## config.mk

```make
export PLATFORM = sky130hd
export DESIGN_NAME = tcpr_queue
export DESIGN_NICKNAME = d
export VERILOG_FILES = /design/src/sv/tcpr_pkg.sv /design/src/sv/tcpr_queue.sv
export SDC_FILE = /design/constraint.sdc
export NUM_CORES = 1
export LEC_CHECK = 0
export BUFFER_PORTS_ARGS = -buffer_cell sky130_fd_sc_hd__buf_2
export CAP_MARGIN = 20
export CORE_UTILIZATION = 45
export CTS_CLUSTER_DIAMETER = 60
export CTS_CLUSTER_SIZE = 40
export DETAILED_ROUTE_END_ITERATION = 10
export PLACE_DENSITY = 0.76
export REMOVE_ABC_BUFFERS = 1
export SYNTH_ARGS = -nofsm -noshare
export SYNTH_HDL_FRONTEND = slang
export SYNTH_SLANG_ARGS = --single-unit
```

## constraint.sdc

```tcl
create_clock -name clock -period 2.4 [get_ports clock]
set_clock_uncertainty 0.1 [all_clocks]
set_input_delay 0.12 -clock clock [delete_from_list [all_inputs] [get_ports clock]]
set_output_delay 0.12 -clock clock [all_outputs]
set_load 0.005 [all_outputs]
```

## src/sv/tcpr_pkg.sv

```systemverilog
package tcpr_pkg;

   // Font store geometry
   localparam int MAX_GLYPH_HEIGHT = 32;
   localparam int CHAR_COUNT       = 256;
   localparam int STORE_DEPTH      = CHAR_COUNT * MAX_GLYPH_HEIGHT;
   localparam int ADDR_W           = $clog2(STORE_DEPTH);
   localparam int WORD_W           = 32;

   // code (8 bits) * height (6 bits) + line (5 bits) always fits in 14 bits
   localparam int SUM_W            = 14;

   // Render queue between front and back
   localparam int QDEPTH           = 4;
   localparam int QPTR_W           = $clog2(QDEPTH);
   localparam int QCNT_W           = $clog2(QDEPTH + 1);

   localparam int MAX_PIXELS       = 32;
   localparam logic [5:0] WIDTH_9BIT = 6'd9;

   // Commands
   localparam logic CMD_WRITE  = 1'b0;
   localparam logic CMD_RENDER = 1'b1;

   // Register indexes
   localparam logic REG_GLYPH_WIDTH  = 1'b0;
   localparam logic REG_GLYPH_HEIGHT = 1'b1;

   typedef struct packed {
      logic [WORD_W-1:0] row;
      logic [3:0]        fg;
      logic [3:0]        bg;
   } render_type;

endpackage

```

## src/sv/tcpr_queue.sv

```systemverilog
module tcpr_queue (
   input  logic                        clock,
   input  logic                        reset,
   input  logic                        push,
   input  tcpr_pkg::render_type        push_entry,
   input  logic                        pop,
   output tcpr_pkg::render_type        head_entry,
   output logic                        empty,
   output logic [tcpr_pkg::QCNT_W-1:0] count
);
   import tcpr_pkg::*;

   render_type        slot_ff [QDEPTH];
   logic [QPTR_W-1:0] wr_ptr_ff, wr_ptr_in;
   logic [QPTR_W-1:0] rd_ptr_ff, rd_ptr_in;
   logic [QCNT_W-1:0] count_ff, count_in;

   always_comb begin
      wr_ptr_in = push ? wr_ptr_ff + 1'b1 : wr_ptr_ff;
      rd_ptr_in = pop  ? rd_ptr_ff + 1'b1 : rd_ptr_ff;
      count_in  = count_ff + QCNT_W'(push) - QCNT_W'(pop);
   end

   always_ff @(posedge clock) begin
      if (reset) begin
         wr_ptr_ff <= '0;
         rd_ptr_ff <= '0;
         count_ff  <= '0;
      end else begin
         wr_ptr_ff <= wr_ptr_in;
         rd_ptr_ff <= rd_ptr_in;
         count_ff  <= count_in;
      end
      if (push) begin
         slot_ff[wr_ptr_ff] <= push_entry;
      end
   end

   assign head_entry = slot_ff[rd_ptr_ff];
   assign empty      = (count_ff == '0);
   assign count      = count_ff;

endmodule

```

==> results.json <==
{
  "status": "completed",
  "cts.clk_slew.worst_paths_ps": 60,
  "seq_area_frac_synth": 0.798,
  "min_period_ps": 1990,
  "max_slew_margin": 0.702,
  "place_area_um2": 6940,
  "dr.pass1.iters": 6,
  "start_util": 0.466,
  "synth_area_um2": 6250,
  "slew_viol_final": 0,
  "power_density_nw_per_um2": 848,
  "cts_tree": "built",
  "cp-end-kind": "output pin",
  "worst-path-stages": 3,
  "die-area_um2": 14400,
  "clock_sinks": 169,
  "required_ps": 2180,
  "worst_setup_path_start_kind": "register",
  "finish.instance_area_um2": 7960,
  "dr.first_iter.drc_count": 212,
  "hold_ws_ps": 354,
  "critPathTopFamily": "multiplexers",
  "portBuffers": 87,
  "clockBufferDepth": 2,
  "clkLatencyLatePin_ps": 420,
  "grt_pass1_wl_um": 17000,
  "antenna_found_initial": 0,
  "synth.ff_latch_count": 169,
  "path_buf_inv": 2,
  "layout_common_cells": "edfxtp_1, buf_2, dlygate4sd3_1",
  "ys_warn_count": 0,
  "layout_commonest_cell": "edfxtp_1",
  "fmax_mhz": 504,
  "rsz0062_at_grt": "false",
  "cts_buffers": 17,
  "syn_inst": 250,
  "num_vias": 2971,
  "final_nets": 450,
  "syn_area_per_cell_um2": 25.0,
  "place_ws_ps": 676,
  "cts_max_level": 4,
  "worst_path_max_delay_cell": "mux4_2",
  "hold_path_class": "input port to register",
  "ir_worst_vdd_mv": 0.457,
  "gr-total-overflow": 0,
  "hold_violations": 0,
  "critPathMaxFanout": 14,
  "die_w_um": 120,
  "fillers": 994,
  "syn_to_final_growth_pct": 27.3,
  "gp_congestion": 0.693,
  "post-route-drc-count": 0,
  "critical_path.cell_chain": "buf_4 -> mux4_2 -> buf_2",
  "rr_worst_depth": 7,
  "whs_path_depth": 2,
  "finalSetupViolCount": 0,
  "cap_violations": 0,
  "fin_setup_tns_ps": 0,
  "io_pins": 88,
  "n_antenna_cell": 0,
  "cp_slowest_stage_delay_ps": 560,
  "vias_per_cell": 5.06,
  "cp.arrival_ps": 1770,
  "worst_pin_slew_ps": 447,
  "layout_setup_ws_ps": 414,
  "wl_um": 10700,
  "synth_cell_types": 19,
  "antenna_left": 0,
  "core_um2": 13400,
  "cts_setup_buffers": 0,
  "std_cell_rows": 42,
  "drive_gt1_frac": 0.421,
  "globalRouteTotalUtil": 0.164,
  "ctsRootBufferMaster": "clkbuf_16",
  "dp.final_hpwl_um": 6540,
  "wire_per_inst_um": 18.2,
  "grt_pass1_vias": 3174,
  "post-route-period-util": 0.827,
  "power.total_mw": 6.74,
  "die-height_um": 120,
  "critPathKind": "register to output pin",
  "grt_max_degree": 29,
  "p_leak_nw": 2.76
}
-- power breakdown --
group | switching (mW) | total, mW | leakage (nW) | internal [mW]
sequential | 0.0537 | 3.44 | 1.55 | 3.39
combinational | 0.298 | 0.677 | 0.941 | 0.379
clock | 1.09 | 2.63 | 0.273 | 1.53
-- synth_stat cells --
master    instances  share of area
a21bo_2           1         0.0016
a21oi_1           1        0.00080
and2_1            4         0.0040
buf_12            4          0.013
buf_2             4         0.0032
buf_6             1         0.0018
dfxtp_1           9          0.029
edfxtp_1        160           0.77
fa_1              1         0.0032
ha_1              6          0.012
inv_1             6         0.0036
mux2i_1           1         0.0016
mux4_2           40           0.14
nand3b_1          1         0.0012
nor2_1            5         0.0030
nor2b_1           2         0.0020
nor3_1            1        0.00080
xnor2_1           2         0.0028
xor3_1            1         0.0038
-- per-layer routing --
metal	track usage	vias up	wire [µm]
met2	0.261	87	5290
li1	-	1350	-
met3	0.0413	19	455
met4	0.0836	0	245
met1	0.211	1515	4710
met5	0	-	0
-- sequential cells by signal (all words and copies together) (netlist names), named ones only --
register,flops
slot_ff,160
rd_ptr_ff,2
wr_ptr_ff,2
count,3
-- through the flow --
step | instances | util
4_1_cts | 587 | 0.594
2_1_floorplan | 241 | -
6_report | 587 | 0.594
5_1_grt | 587 | 0.594
3_5_place_dp | 512 | 0.518
3_3_place_gp | 512 | 0.518
-- final timing paths --
path	end	slack, ps	start
setup reg to reg	count[2]$_SDFF_PP0_	670	count[0]$_SDFF_PP0_
setup / recovery	head_entry[9]	410	register
hold / removal	slot_ff[1][2]$_DFFE_PP_	350	push_entry[2]
hold reg to reg	register	440	rd_ptr_ff[0]$_SDFFE_PP0P_
-- kinds of logic (layout without fill, tap and decap cells) --
group	count (synthesis)	count (layout)	synth area share
buf+inv	15	176	0.0214
fa+ha+maj	7	7	0.0152
mux	41	41	0.146
compound gates	2	2	0.00240
xor+xnor	3	3	0.00661
flops	169	169	0.798
simple gates	13	13	0.0110
-- worst reg2reg max path, cell delays in order, from the launching register on --
cell	delay, ps
dfxtp_1	360
inv_1	60
ha_1	270
inv_1	40
ha_1	180
fa_1	380
xor3_1	200
nor2_1	40
-- area by class of cell --
| cell class | instances | area, µm² | share of cell area |
|---|---|---|---|
| Tap cell | 176 | 220 | 0.0277 |
| Sequential cell | 169 | 4990 | 0.627 |
| Timing Repair Buffer | 139 | 1010 | 0.127 |
| Clock buffer | 17 | 425 | 0.0535 |
| Multi-Input combinational cell | 66 | 1140 | 0.143 |
| Clock inverter | 14 | 151 | 0.0190 |
| Inverter | 6 | 22.5 | 0.00283 |
-- what timing repair did --
action	4_1_cts	5_1_grt
resized for setup	0	0
hold buffers	44	0
hold endpoints to repair	169	0
Note: power is estimated with default switching activity, not from simulation.
