<file path="config.mk">
export PLATFORM = sky130hd
export DESIGN_NAME = tcpr_front
export DESIGN_NICKNAME = d
export VERILOG_FILES = /design/src/sv/tcpr_pkg.sv /design/src/sv/tcpr_front.sv
export SDC_FILE = /design/constraint.sdc
export NUM_CORES = 1
export LEC_CHECK = 0
export BUFFER_PORTS_ARGS = -buffer_cell sky130_fd_sc_hd__buf_2
export CAP_MARGIN = 20
export CORE_MARGIN = 1
export CORE_UTILIZATION = 37
export DETAILED_ROUTE_END_ITERATION = 8
export GPL_TIMING_DRIVEN = 0
export HOLD_SLACK_MARGIN = 0.12
export PLACE_DENSITY_LB_ADDON = 0.25
export SYNTH_ARGS = -nofsm -noshare
export SYNTH_HDL_FRONTEND = slang
export SYNTH_SLANG_ARGS = --single-unit
</file>
<file path="constraint.sdc">
create_clock -name clock -period 5.2 [get_ports clock]
set_input_delay 1.04 -clock clock [delete_from_list [all_inputs] [get_ports clock]]
set_output_delay 1.04 -clock clock [all_outputs]
set_load 0.02 [all_outputs]
</file>
<file path="src/sv/tcpr_pkg.sv">
package tcpr_pkg;

   // Font store geometry
   localparam int MAX_GLYPH_HEIGHT = 32;
   localparam int CHAR_COUNT       = 256;
   localparam int STORE_DEPTH      = CHAR_COUNT * MAX_GLYPH_HEIGHT;
   localparam int ADDR_W           = $clog2(STORE_DEPTH);
   localparam int WORD_W           = 32;

   // code (8 bits) * height (6 bits) + line (5 bits) always fits in 14 bits
   localparam int SUM_W            = 14;

   // Render queue between front and back
   localparam int QDEPTH           = 4;
   localparam int QPTR_W           = $clog2(QDEPTH);
   localparam int QCNT_W           = $clog2(QDEPTH + 1);

   localparam int MAX_PIXELS       = 32;
   localparam logic [5:0] WIDTH_9BIT = 6'd9;

   // Commands
   localparam logic CMD_WRITE  = 1'b0;
   localparam logic CMD_RENDER = 1'b1;

   // Register indexes
   localparam logic REG_GLYPH_WIDTH  = 1'b0;
   localparam logic REG_GLYPH_HEIGHT = 1'b1;

   typedef struct packed {
      logic [WORD_W-1:0] row;
      logic [3:0]        fg;
      logic [3:0]        bg;
   } render_type;

endpackage

</file>
<file path="src/sv/tcpr_front.sv">
module tcpr_front (
   input  logic                           clock,
   input  logic                           reset,
   input  logic                           req_valid,
   output logic                           req_ready,
   input  logic                           req_command,
   input  logic [15:0]                    req_cell_value,
   input  logic [4:0]                     req_line_number,
   input  logic [31:0]                    req_font_word,
   input  logic [5:0]                     glyph_width,
   input  logic [5:0]                     glyph_height,
   input  logic [tcpr_pkg::QCNT_W-1:0]    queue_count,
   output logic                           queue_push,
   output tcpr_pkg::render_type           queue_entry,
   output logic                           ram_wr_en,
   output logic [tcpr_pkg::ADDR_W-1:0]    ram_wr_addr,
   output logic [tcpr_pkg::WORD_W-1:0]    ram_wr_data,
   output logic                           ram_rd_en,
   output logic [tcpr_pkg::ADDR_W-1:0]    ram_rd_addr,
   input  logic [tcpr_pkg::WORD_W-1:0]    ram_rd_data
);
   import tcpr_pkg::*;

   logic             accept;
   logic [SUM_W-1:0] addr_sum;
   logic [ADDR_W-1:0] addr;
   logic             pend_valid_ff, pend_valid_in;
   logic [3:0]       pend_fg_ff, pend_bg_ff;

   // Room is counted including the read still in flight
   assign req_ready = ({1'b0, queue_count} + {{QCNT_W{1'b0}}, pend_valid_ff})
                      < (QCNT_W + 1)'(QDEPTH);
   assign accept = req_valid && req_ready;

   // Store address wraps at the store depth
   assign addr_sum = SUM_W'(req_cell_value[7:0]) * SUM_W'(glyph_height)
                     + SUM_W'(req_line_number);
   assign addr     = addr_sum[ADDR_W-1:0];

   assign ram_wr_en   = accept && (req_command == CMD_WRITE);
   assign ram_wr_addr = addr;
   assign ram_wr_data = req_font_word;

   // Zero-width renders produce nothing and are dropped here
   assign ram_rd_en   = accept && (req_command == CMD_RENDER) && (glyph_width != 6'd0);
   assign ram_rd_addr = addr;

   assign pend_valid_in = ram_rd_en;

   always_ff @(posedge clock) begin
      if (reset) begin
         pend_valid_ff <= 1'b0;
      end else begin
         pend_valid_ff <= pend_valid_in;
      end
      if (ram_rd_en) begin
         pend_fg_ff <= req_cell_value[11:8];
         pend_bg_ff <= req_cell_value[15:12];
      end
   end

   assign queue_push     = pend_valid_ff;
   assign queue_entry.row = ram_rd_data;
   assign queue_entry.fg  = pend_fg_ff;
   assign queue_entry.bg  = pend_bg_ff;

endmodule

</file>
==> impl_results.md <==
* Clk sink count at 9
* Post-synth EDFFs at 8
* Mapped cell area at 2620 µm²
* Failing checks: setup timing
* Final Power at 1.88 mW
* Setup Skew at 0.00142 ns
* Slew margin rel. at 0.508
* Area contributors post-synth: buf_4, fa_1, ha_1, edfxtp_1, and2_1
* Hold Crit Class: reg -> reg
* Detailed placer's ending HPWL at 4.83 mm
* Status: finished, violations left
* Final count of pins violating max slew at 0
* Avg Cell Area, Syn at 8.96 µm²
* DRT antenna net count at 0
* Max_cap viols at 0
* DRT iter0 DRCs at 45
* Die width at 86.1 µm
* Met2 Use GR at 0.276
* Port bufs at 141
* Asr flop ratio synth at 0
* Leakage at 2.14 nW
* Syn_nets at 455
* Grt ovf at 0
* Final worst path period need at 5.59 ns
* Final Cycle Share at 1.08
* CTS tree: yes
* Num rows at 30
* Fraction of layout cells with a size suffix above 1 at 0.646
* Sequential fraction of the synthesis area at 0.0995
* Via density at 4.37
* Placed insts at 529
* Top cell type by total area after synthesis: buf_4
* Die Ht at 86.1 µm
* Clock Path Buffers at 2
* Largest net degree at the start of global routing at 11
* Placement Setup Slack at -0.565 ns
* Top-area cell type share of the netlist area at 0.221
* WP data required at 4.16 ns
* Starting utilization of the core area at 0.385
* Hold WS at 0.607 ns
* Met1 Resource Use GR at 0.186
* Reg clk slew, reported paths at 0.04 ns
* Vias in the first global route at 2061
* # fillers at 603
* Endpoint type of the worst setup path: output port
* GRT Overall Usage at 0.146
* Syn-to-layout area delta at 55.5%
* Initial antenna violation count at 0
* Worst Max-Slew Pin Slew at 0.735 ns
* First-pass GRT wire length at 8.94 mm
* Clock Latency Late Sink at 0.23 ns
* Cts hold-fix bufs at 0
* Drt pass-1 iters at 4
* Root Driver: clkbuf_8
* Antenna diodes at 0
* Synth unique cells at 34
* Fin nets at 608
* Unrepaired setup endpoints after global routing: yes
* Via Count at 2361
* Num CTS Buffers at 3
* Hold Vio Cnt, Final at 0
* DRC violations left at 0
* Wire length per cell at 10.5 µm
* Peak VDD IR at 0.392 mV
* Fmax achieved at 0.179 GHz
* GR peak layer: met2
* Synthesized instance count at 292
* Commonest cells post-synth: buf_4, and2_1, ha_1
* Warnings, synthesis at 0
* Layout Cells excl Fill at 540
* Crit path DAT at 4.55 ns
* Met3 Use GR at 0.00866
* Setup violators final at 13
* GPL Wtd Cong at 0.806
* H-tree depth at 1
* Yosys reg bits at 9
* Dominant synthesized flop cell: edfxtp_1
* CORE AREA at 6790 µm²
* Critical path type: in -> out
* Startpoint Class: input port
* Post-layout util at 0.598
* Count leader, synth: buf_4
* Critical-path maximum fanout at 6
* Total routed wirelength at 5.68 mm
* Pwr dens at 462 nW/µm²
* Num ports at 206
* Die ar. at 7410 µm²
* Final Worst Setup Slack at -0.391 ns
power breakdown:
| group | switching [mW] | internal, mW | leakage (nW) | total, mW |
|---|---|---|---|---|
| sequential | 0.000444 | 0.0814 | 0.0816 | 0.0819 |
| clock | 0.0254 | 0.0532 | 0.0228 | 0.0787 |
| combinational | 0.842 | 0.874 | 2.04 | 1.72 |
cells by family after synthesis:
family          share of synthesized area
compound gates                     0.0727
xor+xnor                           0.0402
fa+ha+maj                           0.357
buf+inv                             0.270
flops                              0.0995
mux                               0.00383
simple gates                        0.157
what timing repair did:
| item | in CTS | in global routing |
|---|---|---|
| setup buffers | 7 | 1 |
| endpoints found under the setup margin | 14 | 15 |
| pin swaps | 37 | 8 |
| resized for setup | 66 | 14 |
| endpoints found under the hold margin | 0 | 0 |
layer usage:
| layer | up-vias | routed length [µm] |
|---|---|---|
| li1 | 1173 | - |
| met5 | - | 0 |
| met1 | 1087 | 2320 |
| met3 | 0 | 324 |
| met2 | 101 | 3040 |
| met4 | 0 | 0 |
flip-flops by register name (all words and copies together), names as in the netlist:
name        cells
pend_bg_ff      4
queue_push      1
pend_fg_ff      4
critical path, cell delays in order:
cell	delay, ns
buf_8	0.11
and2_4	0.15
fa_1	0.52
inv_1	0.05
fa_1	0.49
inv_2	0.04
fa_1	0.51
ha_4	0.21
ha_4	0.31
and2_4	0.16
a41oi_4	0.12
a21boi_4	0.24
nor4b_4	0.08
a311oi_4	0.27
buf_6	0.14
buf_6	0.10
through the flow:
step / instance area (µm²) / setup TNS [ns]
final: 4070 / -2.90
after global routing: 4070 / -4.38
after CTS: 4010 / -3.33
after detailed placement: 3670 / -5.33
after global placement: 3670 / -4.96
after floorplan: 2850 / -1.00
layout make-up:
class | count | area (µm²) | area share
sequential | 9 | 260 | 0.0640
buffer | 78 | 591 | 0.145
timing repair buffer | 149 | 912 | 0.224
tap | 96 | 120 | 0.0295
inverter | 30 | 113 | 0.0277
clock buffer | 4 | 45.0 | 0.0111
multi-input combinational | 174 | 2020 | 0.498
final timing paths:
path	endpoint	cells past startpoint	slack (ns)	startpoint
worst max-delay path	ram_wr_addr[10]	16	-0.39	req_cell_value[5]
worst min register to register	queue_push$_SDFF_PP0_	3	0.61	queue_push$_SDFF_PP0_
worst min-delay path	queue_push$_SDFF_PP0_	3	0.61	queue_push$_SDFF_PP0_
worst max register to register	pend_fg_ff[1]$_DFFE_PP_	3	3.64	queue_push$_SDFF_PP0_
cell usage in the layout (no fill, tap or decap), drive strengths merged, types with 2 or more instances in the layout:
master / n
a21o: 5
a21oi: 9
and2: 37
and3: 2
buf: 225
clkbuf: 6
edfxtp: 8
fa: 26
ha: 33
inv: 30
nand2: 17
nand3: 4
nand4: 2
nor2: 7
nor3: 4
o21ai: 2
xnor2: 8
xor2: 4
No activity file was read; power rests on OpenSTA's default activity.
