<file path="src/sv/tcpr_pkg.sv">
package tcpr_pkg;

   // Font store geometry
   localparam int MAX_GLYPH_HEIGHT = 32;
   localparam int CHAR_COUNT       = 256;
   localparam int STORE_DEPTH      = CHAR_COUNT * MAX_GLYPH_HEIGHT;
   localparam int ADDR_W           = $clog2(STORE_DEPTH);
   localparam int WORD_W           = 32;

   // code (8 bits) * height (6 bits) + line (5 bits) always fits in 14 bits
   localparam int SUM_W            = 14;

   // Render queue between front and back
   localparam int QDEPTH           = 4;
   localparam int QPTR_W           = $clog2(QDEPTH);
   localparam int QCNT_W           = $clog2(QDEPTH + 1);

   localparam int MAX_PIXELS       = 32;
   localparam logic [5:0] WIDTH_9BIT = 6'd9;

   // Commands
   localparam logic CMD_WRITE  = 1'b0;
   localparam logic CMD_RENDER = 1'b1;

   // Register indexes
   localparam logic REG_GLYPH_WIDTH  = 1'b0;
   localparam logic REG_GLYPH_HEIGHT = 1'b1;

   typedef struct packed {
      logic [WORD_W-1:0] row;
      logic [3:0]        fg;
      logic [3:0]        bg;
   } render_type;

endpackage

</file>
<file path="src/sv/tcpr_back.sv">
module tcpr_back (
   input  logic                 clock,
   input  logic                 reset,
   input  logic [5:0]           glyph_width,
   input  logic                 queue_empty,
   input  tcpr_pkg::render_type queue_head,
   output logic                 queue_pop,
   output logic                 rsp_valid,
   input  logic                 rsp_ready,
   output logic [3:0]           rsp_pixel_color,
   output logic [4:0]           rsp_pixel_column,
   output logic                 rsp_last_pixel
);
   import tcpr_pkg::*;

   logic       active_ff, active_in;
   logic [4:0] col_ff, col_in;
   render_type cur_ff;
   logic       rsp_valid_ff, rsp_valid_in;
   logic [3:0] color_ff;
   logic [4:0] column_ff;
   logic       last_ff;

   logic [5:0] w_eff;
   logic [4:0] top;
   logic [4:0] bit_idx;
   logic       emit;
   logic       is_last;
   logic       repeat_col;
   logic [3:0] color;

   always_comb begin
      w_eff = (glyph_width > 6'(MAX_PIXELS)) ? 6'(MAX_PIXELS) : glyph_width;
      if (w_eff > 6'd16) begin
         top = 5'd31;
      end else if (w_eff > WIDTH_9BIT) begin
         top = 5'd15;
      end else begin
         top = 5'd7;
      end
      bit_idx    = top - col_ff;
      emit       = active_ff && (!rsp_valid_ff || rsp_ready);
      is_last    = ({1'b0, col_ff} + 6'd1) == w_eff;
      queue_pop  = !queue_empty && (!active_ff || (emit && is_last));
      // Nine-wide cells repeat the previous pixel from column 8 on
      repeat_col = (w_eff == WIDTH_9BIT) && (col_ff >= 5'd8);
      if (repeat_col) begin
         color = color_ff;
      end else begin
         color = cur_ff.row[bit_idx] ? cur_ff.fg : cur_ff.bg;
      end

      if (queue_pop) begin
         active_in = 1'b1;
         col_in    = '0;
      end else if (emit) begin
         active_in = !is_last;
         col_in    = col_ff + 5'd1;
      end else begin
         active_in = active_ff;
         col_in    = col_ff;
      end

      if (emit) begin
         rsp_valid_in = 1'b1;
      end else if (rsp_ready) begin
         rsp_valid_in = 1'b0;
      end else begin
         rsp_valid_in = rsp_valid_ff;
      end
   end

   always_ff @(posedge clock) begin
      if (reset) begin
         active_ff    <= 1'b0;
         col_ff       <= '0;
         rsp_valid_ff <= 1'b0;
      end else begin
         active_ff    <= active_in;
         col_ff       <= col_in;
         rsp_valid_ff <= rsp_valid_in;
      end
      if (queue_pop) begin
         cur_ff <= queue_head;
      end
      if (emit) begin
         color_ff  <= color;
         column_ff <= col_ff;
         last_ff   <= is_last;
      end
   end

   assign rsp_valid        = rsp_valid_ff;
   assign rsp_pixel_color  = color_ff;
   assign rsp_pixel_column = column_ff;
   assign rsp_last_pixel   = last_ff;

endmodule

</file>
<file path="config.mk">
export PLATFORM = sky130hd
export DESIGN_NAME = tcpr_back
export DESIGN_NICKNAME = d
export VERILOG_FILES = /design/src/sv/tcpr_pkg.sv /design/src/sv/tcpr_back.sv
export SDC_FILE = /design/constraint.sdc
export NUM_CORES = 1
export LEC_CHECK = 0
export BUFFER_PORTS_ARGS = -buffer_cell sky130_fd_sc_hd__buf_2
export CAP_MARGIN = 20
export CELL_PAD_IN_SITES_DETAIL_PLACEMENT = 0
export CELL_PAD_IN_SITES_GLOBAL_PLACEMENT = 1
export CORE_ASPECT_RATIO = 0.8
export CORE_UTILIZATION = 43
export CTS_CLUSTER_DIAMETER = 40
export CTS_CLUSTER_SIZE = 24
export DETAILED_ROUTE_END_ITERATION = 7
export PLACE_DENSITY = 0.9
export SYNTH_ARGS = -nofsm -noshare
export SYNTH_HDL_FRONTEND = slang
export SYNTH_SLANG_ARGS = --single-unit
</file>
<file path="constraint.sdc">
create_clock -name clock -period 6.7 [get_ports clock]
set_input_delay 2.01 -clock clock [delete_from_list [all_inputs] [get_ports clock]]
set_output_delay 2.01 -clock clock [all_outputs]
set_load 0.02 [all_outputs]
</file>
==> results of run 1 <==
metal layers:
metal / wire, um / up-vias
li1: - / 732
met1: 2010 / 715
met2: 1870 / 68
met3: 347 / 10
met4: 87 / 0
met5: 0 / -
placed cells by master, fill, tap and decap left out, types with 2 or more instances in the layout:
| cell | netlist | layout |
|---|---|---|
| mux2i_1 | 8 | 8 |
| nor2b_1 | 3 | 3 |
| edfxtp_1 | 50 | 50 |
| buf_2 | 2 | 61 |
| nand3_1 | 6 | 6 |
| clkbuf_8 | 0 | 9 |
| mux4_2 | 5 | 5 |
| xnor2_1 | 4 | 4 |
| mux2_2 | 3 | 3 |
| a22oi_1 | 2 | 2 |
| and2_1 | 2 | 2 |
| nor2_1 | 8 | 8 |
| ha_1 | 3 | 3 |
| nand2b_1 | 3 | 3 |
| nor4_1 | 5 | 5 |
| a21oi_1 | 5 | 5 |
| nand2_1 | 3 | 3 |
| xor2_1 | 4 | 4 |
| clkinvlp_4 | 0 | 2 |
| mux2_1 | 5 | 5 |
| inv_1 | 5 | 5 |
| clkinv_1 | 0 | 3 |
| dfxtp_1 | 7 | 7 |
metrics by stage:
stage | utilization | cells | hold WS [ps] | total power [mW]
2_1_floorplan | - | 154 | 406 | 0.469
3_3_place_gp | 0.517 | 288 | 510 | 0.498
3_5_place_dp | 0.517 | 288 | 511 | 0.499
4_1_cts | 0.551 | 304 | 533 | 0.798
5_1_grt | 0.551 | 304 | 551 | 0.822
6_report | 0.551 | 304 | 532 | 0.788
flip-flops by register name, summed over array words and instances (netlist names):
register and count:
active_ff 1, col_ff 5, cur_ff 40, rsp_last_pixel 1, rsp_pixel_color 4, rsp_pixel_column 5, rsp_valid 1
worst paths after layout:
| path | slack (ps) | cells after the start | startpoint | endpoint |
|---|---|---|---|---|
| setup / recovery | 940 | 7 | glyph_width[5] | queue_pop |
| hold / removal | 530 | 1 | cur_ff[6]$_DFFE_PP_ | rsp_pixel_color[2]$_DFFE_PP_ |
| setup reg to reg | 3050 | 7 | col_ff[0]$_SDFFE_PP0P_ | cur_ff[6]$_DFFE_PP_ |
| hold reg to reg | 530 | 1 | cur_ff[6]$_DFFE_PP_ | rsp_pixel_color[2]$_DFFE_PP_ |
cell families after synthesis:
group | Yosys count | synth area share
adders and majority gates | 3 | 0.0155
and+or+nand+nor | 35 | 0.0784
AOI/OAI and AO/OA | 18 | 0.0552
DFF | 57 | 0.677
xor gates and xnor gates | 9 | 0.0382
buffers and inverters | 11 | 0.0196
muxes | 21 | 0.117
where the power goes:
| group | switching, mW | internal (mW) | total, mW | leakage [nW] |
|---|---|---|---|---|
| combinational | 0.0376 | 0.0329 | 0.0705 | 0.524 |
| sequential | 0.00861 | 0.412 | 0.421 | 0.535 |
| clock | 0.130 | 0.167 | 0.297 | 0.0877 |
| total | 0.176 | 0.612 | 0.788 | 1.15 |
layout make-up:
class | instances | area share
Sequential cell | 57 | 0.548
Clock inverter | 7 | 0.0205
Timing Repair Buffer | 62 | 0.105
Tap cell | 78 | 0.0326
Clock buffer | 9 | 0.0414
Multi-Input combinational cell | 86 | 0.246
Inverter | 5 | 0.00627
==> impl_metrics.csv, run 1 <==
group,metric,value,unit
status,outcome,"finished, final reports clean",
floorplanning,die_h,69.2,um
synth,synthFlopType,"edfxtp_1",
synth,yosysWarnings,0,
worst_setup_path,critPathKind,"input pin to primary output",
synth,synth_area_leaders,"edfxtp_1, dfxtp_1, mux4_2",
timing,rsz0062_at_grt,"false",
floorplanning,io_pins,62,
grt,grt_use_total,0.165,
timing,slew_headroom,0.391,
cts,clock_latency,340,ps
pwr,powerDensity,263,nW/um2
pwr,ir_worst_vdd,0.135,mV
timing,finalHoldViolations,0,
placement,pre_cts_ws,959,ps
synth,synth_seq_cells,57,
worst_setup_path,cp-start-kind,"input pin",
cts,cts_sinks,57,
drt,wl_per_cell,14.2,um
floorplanning,start_util,0.446,
cts,cts_tree,"built",
synth,syn_area,2430,um2
cts,htree_levels,3,
min_path,hp-class,"flip-flop to flip-flop",
timing,finalSetupViolCount,0,
grt,antenna_found_initial,0,
timing,tightest_slew,912,ps
floorplanning,fp.dieArea,5950,um2
cts,cts.repair.resized,0,
placement,gp_congestion,0.793,
synth,ys_types,39,
worst_setup_path,timing.critical_path.mode_cell,"buf_2",
grt,met2_usage,0.226,
cts,postCtsSetupBuffers,0,
cts,numCtsBuffers,9,
timing,skew,7.94,ps
timing,max_clock_freq,174,MHz
grt,grt.busiest_layer,"met2",
cells_and_area,seq_area,1640,um2
synth,synthTopCellsByCount,"edfxtp_1, mux2i_1, nor2_1, dfxtp_1, nand3_1",
cells_and_area,layout-drive-gt1-share,0.381,
cells_and_area,nNetsFinal,274,
drt,wl,4320,um
synth,yosysSeqAreaShare,0.677,
cts,ctsLongestPathBuffers,2,
synth,yosysTopAreaCell,"edfxtp_1",
worst_setup_path,crit_chain,"buf_2, or2b_1, a2bb2oi_1, o2111ai_1, a2111oi_2, or2_1, buf_2",
cells_and_area,postLayoutCellArea,2990,um2
timing,fin_ws,937,ps
worst_setup_path,max_stage_delay,650,ps
cts,cts_root_buf,"clkbuf_8",
timing,layout_worst_path_cycle_share,0.860,
run,drv_cap,0,
synth,synthCells,154,
cts,ctsHoldBuffers,0,
timing,min_period,5760,ps
floorplanning,rows,24,
drt,num_vias,1525,
grt,grt-ovfl-total,0,
drt,ant_nets,0,
synth,synth_top_area_frac,0.619,
pwr,leakagePower,1.15,nW
cells_and_area,multi_input_area,737,um2
synth,synth-edff-count,50,
placement,place_hpwl,2980,um
timing,finalSetupTns,0,ps
placement,io_buffers,61,
worst_setup_path,cp_max_fo,11,
drt,drt_iter0_drc,141,
timing,drv_slew,0,
worst_setup_path,crit_buf_inv,2,
cts,clk_pin_slew,70,ps
worst_setup_path,crit_family,"compound AO/OA/AOI/OAI gates",
drt,post_drt_via_cell_ratio,5.02,
worst_setup_path,arrival,3750,ps
worst_setup_path,crit_path_end_kind,"primary output",
grt,grt_start_max_net_pins,41,
cells_and_area,synthToLayoutAreaGrowth,23.4,%
synth,syn_area_per_cell,15.8,um2
cells_and_area,nFillCells,465,
grt,gr-usage-met1,0.226,
synth,synth_most_common_cell,"edfxtp_1",
worst_setup_path,slowest_stage,"a2111oi_2",
cells_and_area,n_antenna_cell,0,
placement,placed_area,2810,um2
floorplanning,die-width,86.0,um
worst_setup_path,cp.required,4690,ps
drt,first_pass_iters,4,
synth,synthArstFlopShare,0,
drt,drc,0,
grt,grt_pass1_wl,7030,um
grt,grt_pass1_vias,1448,
synth,syn_nets,207,
floorplanning,core,5440,um2
grt,grt_util_met3,0.0714,
(Power assumes the default switching activity.)
==> run 2: changes to the inputs <==
Settings changed: CORE_UTILIZATION 43 to 46, PLACE_DENSITY 0.9 to 0.95.
Clock period 6.7 ns to 7.4 ns, I/O delays scaled along.
==> impl_metrics.csv, run 2 (synthesized netlist as in run 1, its figures left out) <==
group,metric,value,unit
floorplanning,die-width,83.2,um
floorplanning,rows,23,
placement,pre_cts_ws,1220,ps
cts,clk_pin_slew,60,ps
grt,antenna_found_initial,0,
worst_setup_path,critPathKind,"input pin to primary output",
cells_and_area,nFillCells,394,
floorplanning,core,5040,um2
cells_and_area,postLayoutCellArea,3010,um2
pwr,pwr-share-clk,0.416,
grt,grt_pass1_wl,7110,um
pwr,p_int,0.592,mW
floorplanning,die_h,67.0,um
timing,fin_ws,1200,ps
cells_and_area,n_antenna_cell,0,
drt,drt_iter0_drc,96,
floorplanning,io_pins,62,
drt,wl_per_cell,14.9,um
worst_setup_path,cp-start-kind,"input pin",
run,drv_cap,0,
drt,num_vias,1526,
cts,htree_levels,3,
pwr,leakagePower,1.17,nW
placement,gp_congestion,0.792,
cts,clock_latency,340,ps
drt,drc,0,
placement,placed_area,2790,um2
cells_and_area,nNetsFinal,274,
pwr,combPwrFrac,0.084,
pwr,powerDensity,253,nW/um2
grt,grt_pass1_vias,1435,
cts,cts_sinks,57,
cts,cts.repair.resized,0,
timing,rsz0062_at_grt,"false",
drt,wl,4300,um
grt,grt-ovfl-total,0,
cells_and_area,layout-drive-gt1-share,0.398,
cells_and_area,synthToLayoutAreaGrowth,23.9,%
timing,finalHoldViolations,0,
pwr,sequentialPowerShare,0.500,
cts,cts_root_buf,"clkbuf_8",
min_path,hp-class,"flip-flop to flip-flop",
cells_and_area,final_cell_mix,"buf_2, edfxtp_1, clkbuf_8",
grt,grt_start_max_net_pins,41,
grt,grt_use_total,0.180,
floorplanning,start_util,0.482,
timing,worst_hold_slack,531,ps
cts,postCtsSetupBuffers,0,
timing,tightest_slew,910,ps
worst_setup_path,cp.required,5180,ps
pwr,switchingPower,0.169,mW
timing,layout_worst_path_cycle_share,0.838,
worst_setup_path,cp_max_fo,11,
timing,finalSetupViolCount,0,
pwr,ir_worst_vdd,0.272,mV
floorplanning,fp.dieArea,5570,um2
pwr,power,0.761,mW
cells_and_area,seq_area,1640,um2
drt,ant_nets,0,
cts,ctsHoldBuffers,0,
timing,skew,6.63,ps
cts,numCtsBuffers,9,
timing,slew_headroom,0.392,
timing,max_clock_freq,161,MHz
worst_setup_path,crit_path_end_kind,"primary output",
status,outcome,"finished, final reports clean",
worst_setup_path,arrival,3980,ps
drt,post_drt_via_cell_ratio,5.30,
cells_and_area,largest_reg_flops,40,
placement,place_hpwl,3010,um
cts,ctsLongestPathBuffers,2,
timing,finalSetupTns,0,ps
cts,cts_tree,"built",
timing,min_period,6200,ps
pwr,p_sw_frac,0.222,
cells_and_area,top_register,"cur_ff",
timing,drv_slew,0,
cells_and_area,multi_input_area,737,um2
drt,first_pass_iters,4,
cells_and_area,final_common_cell,"buf_2",
placement,io_buffers,61,
-- run 2: power by group through the flow --
stage               clock network, mW  registers (mW)  logic [mW]
floorplan                           0           0.390      0.0351
global placement                    0           0.387      0.0631
detailed placement                  0           0.388      0.0645
CTS                             0.322           0.381      0.0647
global route                    0.337           0.383      0.0713
finish                          0.316           0.381      0.0639
-- run 2: worst paths after layout --
kind / start / end / slack (ps) / depth (start not counted)
worst max-delay path: glyph_width[5] / queue_pop / 1200 / 7
worst min-delay path: cur_ff[5]$_DFFE_PP_ / rsp_pixel_color[1]$_DFFE_PP_ / 530 / 1
worst max register to register: col_ff[0]$_SDFFE_PP0P_ / cur_ff[5]$_DFFE_PP_ / 3730 / 7
worst min register to register: cur_ff[5]$_DFFE_PP_ / rsp_pixel_color[1]$_DFFE_PP_ / 530 / 1
-- run 2: critical path, stage by stage --
cell,delay [ps]
buf_2,160
or2b_1,230
a2bb2oi_1,140
o2111ai_1,160
a2111oi_2,650
or2_2,250
buf_2,170
-- run 2: final cells by class --
cell class | count | area share
inverters | 5 | 0.00624
repair buffers | 62 | 0.104
clock inverters | 7 | 0.0312
clock buffers | 9 | 0.0412
well taps | 62 | 0.0258
multi-input cells | 86 | 0.245
flip-flops and latches | 57 | 0.546
-- run 2: stage by stage --
stage,instances,utilization
final,288,0.597
after global routing,288,0.597
after CTS,288,0.597
after detailed placement,272,0.554
after global placement,272,0.554
after floorplan,154,-
-- run 2: layer usage --
layer	track usage	share of wire	vias to the layer above
met1	0.231	0.47	714
li1	-	-	729
met2	0.263	0.44	77
met4	0.0797	0.011	0
met5	0	0	-
met3	0.0818	0.087	6
